$ cat src/hdl/dphs_pkg.sv
// shared types and constants for the deque palindrome and half-sum unit
`timescale 1ns / 1ps
`default_nettype none

package dphs_pkg;

    // ring depth, a power of two so ring positions wrap by truncation
    localparam int DEPTH   = 16;
    localparam int IDX_W   = $clog2(DEPTH);
    localparam int CNT_W   = IDX_W + 1;
    localparam int WORD_W  = 32;
    localparam int OP_W    = 3;
    localparam int STAT_W  = 2;
    // difference of the half sums: DEPTH/2 terms of WORD_W+1 bits each
    localparam int ACC_W   = WORD_W + 1 + IDX_W;

    typedef enum logic [OP_W-1:0] {
        OP_PUSH_FRONT = 3'd0,
        OP_PUSH_BACK  = 3'd1,
        OP_POP_FRONT  = 3'd2,
        OP_POP_BACK   = 3'd3,
        OP_REPORT     = 3'd4
    } dphs_op_t;

    typedef enum logic [STAT_W-1:0] {
        ST_DONE  = 2'd0,
        ST_FULL  = 2'd1,
        ST_EMPTY = 2'd2
    } dphs_status_t;

    typedef struct packed {
        logic apply;
        logic walk;
        logic load;
    } dphs_cmd_t;

    typedef struct packed {
        logic walk_done;
        logic out_busy;
    } dphs_sts_t;

endpackage

`default_nettype wire

$ cat src/hdl/deque_palindrome_halfsum_unit.sv
// top level of the deque palindrome and half-sum unit
// Usage: a bounded double-ended queue of 16 signed 32-bit words held in a ring.
// Input channel (s_valid/s_ready, s_op, s_value) takes one operation per
// transfer: push front, push back, pop front, pop back or report only.
// Output channel (m_valid/m_ready) returns one result per input transfer:
// entry count, palindrome flag, half-sum equality flag and status
// (done, push dropped when full, pop ignored when empty).
// Timing: after the input transfer the controller walks the n/2 entry pairs
// from both ends, one pair read per cycle from the two-port ring storage.
// The result is loaded into the output register once the walk is done and
// the register is free; a new input is taken in the cycle after the result
// is loaded, so an operation is not taken before the previous one has been
// walked and loaded.
// The result sits in an output register, so the next input is accepted while
// an earlier result still waits; if the receiver stalls longer, the walk
// finishes and holds until the output register frees up.
// Reset (aresetn low, synchronous): queue empty, front position zero, no
// result pending; ring contents are not cleared; unwritten slots are never used.
`timescale 1ns / 1ps
`default_nettype none

module deque_palindrome_halfsum_unit (
    input  wire logic                               aclk,
    input  wire logic                               aresetn,
    input  wire logic                               s_valid,
    output logic                                    s_ready,
    input  wire logic [dphs_pkg::OP_W-1:0]          s_op,
    input  wire logic signed [dphs_pkg::WORD_W-1:0] s_value,
    output logic                                    m_valid,
    input  wire logic                               m_ready,
    output logic [dphs_pkg::CNT_W-1:0]              m_entry_count,
    output logic                                    m_is_palindrome,
    output logic                                    m_halves_equal,
    output logic [dphs_pkg::STAT_W-1:0]             m_status
);

    dphs_pkg::dphs_cmd_t cmd;
    dphs_pkg::dphs_sts_t sts;

    dphs_ctrl u_ctrl (
        .aclk    (aclk),
        .aresetn (aresetn),
        .s_valid (s_valid),
        .s_ready (s_ready),
        .sts     (sts),
        .cmd     (cmd)
    );

    dphs_dpath u_dpath (
        .aclk            (aclk),
        .aresetn         (aresetn),
        .cmd             (cmd),
        .sts             (sts),
        .s_op            (s_op),
        .s_value         (s_value),
        .m_valid         (m_valid),
        .m_ready         (m_ready),
        .m_entry_count   (m_entry_count),
        .m_is_palindrome (m_is_palindrome),
        .m_halves_equal  (m_halves_equal),
        .m_status        (m_status)
    );

endmodule

`default_nettype wire

$ cat src/hdl/dphs_ctrl.sv
// controller state machine for the deque palindrome and half-sum unit
`timescale 1ns / 1ps
`default_nettype none

module dphs_ctrl (
    input  wire logic                   aclk,
    input  wire logic                   aresetn,
    input  wire logic                   s_valid,
    output logic                        s_ready,
    input  wire dphs_pkg::dphs_sts_t    sts,
    output dphs_pkg::dphs_cmd_t         cmd
);

    typedef enum logic [2:0] {
        S_IDLE = 3'b001,
        S_WALK = 3'b010,
        S_FIN  = 3'b100
    } state_t;

    state_t state_reg, state_next;

    always_ff @(posedge aclk) begin
        if (!aresetn) begin
            state_reg <= S_IDLE;
        end else begin
            state_reg <= state_next;
        end
    end

    always_comb begin
        state_next = state_reg;
        cmd        = '0;
        s_ready    = 1'b0;
        unique case (state_reg)
            S_IDLE: begin
                s_ready   = 1'b1;
                cmd.apply = s_valid;
                if (s_valid) begin
                    state_next = S_WALK;
                end
            end
            S_WALK: begin
                cmd.walk = 1'b1;
                if (sts.walk_done) begin
                    state_next = S_FIN;
                end
            end
            S_FIN: begin
                if (!sts.out_busy) begin
                    cmd.load   = 1'b1;
                    state_next = S_IDLE;
                end
            end
            default: begin
                state_next = S_IDLE;
            end
        endcase
    end

endmodule

`default_nettype wire

$ cat src/hdl/dphs_dpath.sv
// ring storage, pointers, pair walk and result register
`timescale 1ns / 1ps
`default_nettype none

module dphs_dpath (
    input  wire logic                          aclk,
    input  wire logic                          aresetn,
    input  wire dphs_pkg::dphs_cmd_t           cmd,
    output dphs_pkg::dphs_sts_t                sts,
    input  wire logic [dphs_pkg::OP_W-1:0]     s_op,
    input  wire logic signed [dphs_pkg::WORD_W-1:0] s_value,
    output logic                               m_valid,
    input  wire logic                          m_ready,
    output logic [dphs_pkg::CNT_W-1:0]         m_entry_count,
    output logic                               m_is_palindrome,
    output logic                               m_halves_equal,
    output logic [dphs_pkg::STAT_W-1:0]        m_status
);

    localparam int IDX_W  = dphs_pkg::IDX_W;
    localparam int CNT_W  = dphs_pkg::CNT_W;
    localparam int WORD_W = dphs_pkg::WORD_W;
    localparam int ACC_W  = dphs_pkg::ACC_W;
    localparam logic [CNT_W-1:0] DEPTH_C = CNT_W'(dphs_pkg::DEPTH);

    logic [WORD_W-1:0] mem [dphs_pkg::DEPTH];

    logic [IDX_W-1:0]  front_reg, front_next;
    logic [CNT_W-1:0]  occ_reg, occ_next;
    logic [dphs_pkg::STAT_W-1:0] stat_reg, stat_next;
    logic [IDX_W-1:0]  idx_reg;
    logic              rd_valid_reg;
    logic [WORD_W-1:0] rd_lo_reg, rd_hi_reg;
    logic              pal_reg;
    logic signed [ACC_W-1:0] acc_reg;

    logic              wr_en;
    logic [IDX_W-1:0]  wr_addr;
    logic [IDX_W-1:0]  pairs;
    logic              issue;
    logic [IDX_W-1:0]  addr_lo, addr_hi;
    logic              full, empty;

    logic              out_valid_reg;
    logic [CNT_W-1:0]  out_count_reg;
    logic              out_pal_reg;
    logic              out_heq_reg;
    logic [dphs_pkg::STAT_W-1:0] out_stat_reg;

    assign full  = (occ_reg == DEPTH_C);
    assign empty = (occ_reg == '0);

    // operation decode
    always_comb begin
        front_next = front_reg;
        occ_next   = occ_reg;
        stat_next  = dphs_pkg::ST_DONE;
        wr_en      = 1'b0;
        wr_addr    = front_reg;
        case (s_op)
            dphs_pkg::OP_PUSH_FRONT: begin
                if (full) begin
                    stat_next = dphs_pkg::ST_FULL;
                end else begin
                    front_next = front_reg - 1'b1;
                    occ_next   = occ_reg + 1'b1;
                    wr_en      = cmd.apply;
                    wr_addr    = front_reg - 1'b1;
                end
            end
            dphs_pkg::OP_PUSH_BACK: begin
                if (full) begin
                    stat_next = dphs_pkg::ST_FULL;
                end else begin
                    occ_next = occ_reg + 1'b1;
                    wr_en    = cmd.apply;
                    wr_addr  = front_reg + occ_reg[IDX_W-1:0];
                end
            end
            dphs_pkg::OP_POP_FRONT: begin
                if (empty) begin
                    stat_next = dphs_pkg::ST_EMPTY;
                end else begin
                    front_next = front_reg + 1'b1;
                    occ_next   = occ_reg - 1'b1;
                end
            end
            dphs_pkg::OP_POP_BACK: begin
                if (empty) begin
                    stat_next = dphs_pkg::ST_EMPTY;
                end else begin
                    occ_next = occ_reg - 1'b1;
                end
            end
            default: begin
                stat_next = dphs_pkg::ST_DONE;
            end
        endcase
    end

    // pair walk from both ends
    assign pairs   = occ_reg[CNT_W-1:1];
    assign issue   = cmd.walk && (idx_reg != pairs);
    assign addr_lo = front_reg + idx_reg;
    assign addr_hi = front_reg + occ_reg[IDX_W-1:0] - 1'b1 - idx_reg;

    assign sts.walk_done = (idx_reg == pairs) && !rd_valid_reg;
    assign sts.out_busy  = out_valid_reg && !m_ready;

    always_ff @(posedge aclk) begin
        if (wr_en) begin
            mem[wr_addr] <= s_value;
        end
        rd_lo_reg <= mem[addr_lo];
        rd_hi_reg <= mem[addr_hi];
    end

    always_ff @(posedge aclk) begin
        if (!aresetn) begin
            front_reg    <= '0;
            occ_reg      <= '0;
            stat_reg     <= dphs_pkg::ST_DONE;
            idx_reg      <= '0;
            rd_valid_reg <= 1'b0;
            pal_reg      <= 1'b1;
            acc_reg      <= '0;
        end else begin
            if (cmd.apply) begin
                front_reg    <= front_next;
                occ_reg      <= occ_next;
                stat_reg     <= stat_next;
                idx_reg      <= '0;
                rd_valid_reg <= 1'b0;
                pal_reg      <= 1'b1;
                acc_reg      <= '0;
            end else begin
                rd_valid_reg <= issue;
                if (issue) begin
                    idx_reg <= idx_reg + 1'b1;
                end
                if (rd_valid_reg) begin
                    if (rd_lo_reg != rd_hi_reg) begin
                        pal_reg <= 1'b0;
                    end
                    acc_reg <= acc_reg
                             + ACC_W'($signed(rd_lo_reg))
                             - ACC_W'($signed(rd_hi_reg));
                end
            end
        end
    end

    // result register
    always_ff @(posedge aclk) begin
        if (!aresetn) begin
            out_valid_reg <= 1'b0;
        end else if (cmd.load) begin
            out_valid_reg <= 1'b1;
        end else if (m_ready) begin
            out_valid_reg <= 1'b0;
        end
    end

    always_ff @(posedge aclk) begin
        if (cmd.load) begin
            out_count_reg <= occ_reg;
            out_pal_reg   <= pal_reg;
            out_heq_reg   <= (acc_reg == '0);
            out_stat_reg  <= stat_reg;
        end
    end

    assign m_valid         = out_valid_reg;
    assign m_entry_count   = out_count_reg;
    assign m_is_palindrome = out_pal_reg;
    assign m_halves_equal  = out_heq_reg;
    assign m_status        = out_stat_reg;

endmodule

`default_nettype wire

$ cat config.mk
export PLATFORM = sky130hd
export DESIGN_NAME = deque_palindrome_halfsum_unit
export DESIGN_NICKNAME = d
export VERILOG_FILES = /design/src/hdl/dphs_pkg.sv /design/src/hdl/deque_palindrome_halfsum_unit.sv /design/src/hdl/dphs_ctrl.sv /design/src/hdl/dphs_dpath.sv
export SDC_FILE = /design/constraint.sdc
export NUM_CORES = 1
export LEC_CHECK = 0
export ABC_AREA = 1
export BUFFER_PORTS_ARGS = -buffer_cell sky130_fd_sc_hd__buf_2
export CELL_PAD_IN_SITES_DETAIL_PLACEMENT = 1
export CELL_PAD_IN_SITES_GLOBAL_PLACEMENT = 2
export CORE_ASPECT_RATIO = 0.7
export CORE_UTILIZATION = 41
export DETAILED_ROUTE_END_ITERATION = 8
export PLACE_DENSITY = 0.87
export SLEW_MARGIN = 10
export SYNTH_ARGS = -nofsm -noshare
export SYNTH_HDL_FRONTEND = slang
export SYNTH_SLANG_ARGS = --single-unit
$ cat constraint.sdc
create_clock -name aclk -period 4.54 [get_ports aclk]
set_clock_uncertainty 0.15 [all_clocks]
set_input_delay 0.227 -clock aclk [delete_from_list [all_inputs] [get_ports aclk]]
set_output_delay 0.227 -clock aclk [all_outputs]
set_load 0.02 [all_outputs]
==> flow_summary.ini <==
[outcome]
status = finished clean

[grt]
grt_max_degree = 116
grt_pass1_vias = 27070
track_usage_pct = 26.58
grt_pass1_wl_mm = 167.5
overflow = 0
antenna_found_initial = 2

[timing]
slew_viol_final = 0
finalHoldViolations = 0
rsz0062_at_grt = false
max-slew-margin-rel_pct = 42.97
setup_tns_ns = 0
setup_ws_ns = 0.7687
fin_crit_sh_pct = 83.07
setup_viol = 0
fin_hold_ws_ns = 0.2813
worst_pin_slew_ns = 0.8555
min_period_ns = 3.771
max_freq_ghz = 0.2652

[power]
pwr-share-seq_pct = 36.3
internal_power_w = 0.01196
p_switching_w = 0.007326
sw_frac_of_total_pct = 37.99
pwr-share-clk_pct = 29.3
pwr-share-comb_pct = 34.4
p_leak_nw = 15.16
vdd.ir_drop.worst_uv = 376.5
power-per-cell-area_mw_per_mm2 = 509.2

[critical_path]
r2r_start = u_dpath.front_reg[2]
reg2reg_slack_ns = 0.77
timing.rr.end = u_dpath.mem[13][21]
crit_fanout = 13
setup.worst_path.start_class = flop
arrival_ns = 3.92
rr_worst_depth = 8
critical_path_required_ns = 4.69
critPathKind = flop to flop
crit_path_start = u_dpath.front_reg[2]
endpoint = u_dpath.mem[13][21]
cp-end-kind = flop

[layout]
multi_input_area_mm2 = 0.01262
nets = 3871
regArea_mm2 = 0.01809
final_cell_mix = 564 x o21ai_0, 563 x inv_1, 552 x a21oi_1, 540 x nand2_1, 521 x edfxtp_1
post-route-util_pct = 46.95
nFillCells = 9227
largest_reg_flops = 512
final_common_cell = o21ai_0
area_growth_pct = 13.07
layout-drive-gt1-share_pct = 6.876

[synth]
syn_nets = 3862
yosysSeqAreaShare_pct = 54.00
synth_cell_types = 38
ys_async_sr_fraction_pct = 0
synth-main-ff-cell = edfxtp_1
syn_inst = 3731
ys_ff_latch = 643
syn_area_mm2 = 0.03350
syn_area_per_cell_um2 = 8.978
ys_warn_count = 0
synth-edff-count = 521

[clocking]
h-tree-depth = 3
cts_resized = 0
insertion_delay_ns = 0.64
clock-sinks = 643
post_cts_buffers = 0
cts.clk_slew.worst_paths_ns = 0.06
cts_made_buffers = 68
clockBufferDepth = 3
cts-root-buf = clkbuf_16
cts_tree = yes
postCtsHoldBufs = 39

[placement]
portBuffers = 49
place.gp.congestion = 0.8533
hpwl_mm = 66.89
place_ws_ns = 0.8244

[floorplan]
io_pins = 50
dieArea_mm2 = 0.08286
die_w_um = 343.6
rows = 87
initial_core_util_pct = 41.53
die_y_um = 241.1
core_mm2 = 0.08066

[hold_path]
hold_class = flop to flop

[routing]
vias = 27273
drtAntennaViolNets = 0
routed_via_density = 5.606
drc_errors = 0
wirelength_mm = 109.8
avgRoutedWirePerCell_um = 22.56
drt_iter0_drc = 2446
dr.pass1.iters = 5

[run]
timing.max_cap.violations = 0
==> cells in the mapped netlist, drive strengths merged (6+ instances only) <==
cell | n | area share (%)
o21bai | 6 | 0.13
o211ai | 123 | 2.8
xor2 | 28 | 0.75
inv | 565 | 6.3
o221ai | 23 | 0.60
nand4 | 9 | 0.17
or2 | 14 | 0.26
edfxtp | 521 | 47
fa | 40 | 2.4
nand2 | 540 | 6.1
nor2 | 125 | 1.4
o21ai | 584 | 8.7
buf | 72 | 1.0
nor3 | 17 | 0.27
nor4 | 11 | 0.21
xnor2 | 23 | 0.60
clkbuf | 149 | 1.7
ha | 52 | 1.9
nand3 | 120 | 1.8
o22ai | 27 | 0.50
dfxtp | 122 | 7.3
a21oi | 552 | 8.2
==> worst max-delay path, cell delays in order, from the launching register on <==
cell and delay, ns:
dfxtp_1 0.54, ha_1 0.35, a21oi_1 0.15, nand2_1 0.07
xor2_1 0.21, o21ai_0 0.32, nand4_1 0.47, nor2_4 0.73
buf_4 0.40
==> power groups by stage <==
stage                     sequential [W]  combinational, W  clock [W]
after floorplan                  0.00690           0.00447          0
after global placement           0.00713           0.00637          0
after detailed placement         0.00713           0.00651          0
after CTS                        0.00701           0.00660    0.00575
after global routing             0.00701           0.00745    0.00596
final                            0.00700           0.00664    0.00565
==> cell families (layout without fill, tap and decap cells) <==
| group | count (synthesis) | after routing | share of synthesized area [%] |
|---|---|---|---|
| AO/OA/AOI/OAI | 1320 | 1320 | 21.09 |
| other | 0 | 1 | 0 |
| adder cells (fa/ha/maj) | 92 | 92 | 4.333 |
| XOR/XNOR | 51 | 51 | 1.356 |
| buffers and inverters | 787 | 852 | 9.028 |
| flip-flops | 643 | 643 | 54.00 |
| AND/OR/NAND/NOR | 838 | 838 | 10.20 |
==> per-layer routing <==
layer	track usage (%)	wire length, µm	part of all wire, %
met1	38.72	51860	47
met2	42.11	49580	45
met3	3.466	6278	5.7
met4	5.886	2024	1.8
met5	0	15	0.014
==> stage by stage <==
stage	cells	total power (W)	cell area, µm²
3_3_place_gp	4699	0.01350	35280
4_1_cts	4864	0.01936	37870
2_1_floorplan	3731	0.01137	33500
5_1_grt	4864	0.02042	37870
6_report	4865	0.01928	37870
3_5_place_dp	4699	0.01364	35280
==> how the worst min path moves through the flow <==
stage	slack, ns	startpoint	to	cells after the start
final	0.28	u_dpath.stat_reg[0]	u_dpath.m_status[0]	0
after CTS	0.27	m_ready	u_dpath.m_valid	5
after floorplan	0.18	s_value[0]	u_dpath.mem[0][0]	0
after global placement	0.26	u_dpath.stat_reg[1]	u_dpath.m_status[1]	0
after global routing	0.28	u_dpath.stat_reg[0]	u_dpath.m_status[0]	0
after detailed placement	0.27	u_dpath.stat_reg[0]	u_dpath.m_status[0]	0
==> cell type report <==
cell class | count | share of cell area [%]
clock inverter | 28 | 0.7169
inverter | 566 | 5.616
timing repair buffer | 160 | 3.964
sequential | 643 | 47.76
antenna | 1 | 0.006607
multi-input combinational | 2301 | 33.32
tap | 1068 | 3.528
clock buffer | 98 | 5.091
(Power assumes the default switching activity.)
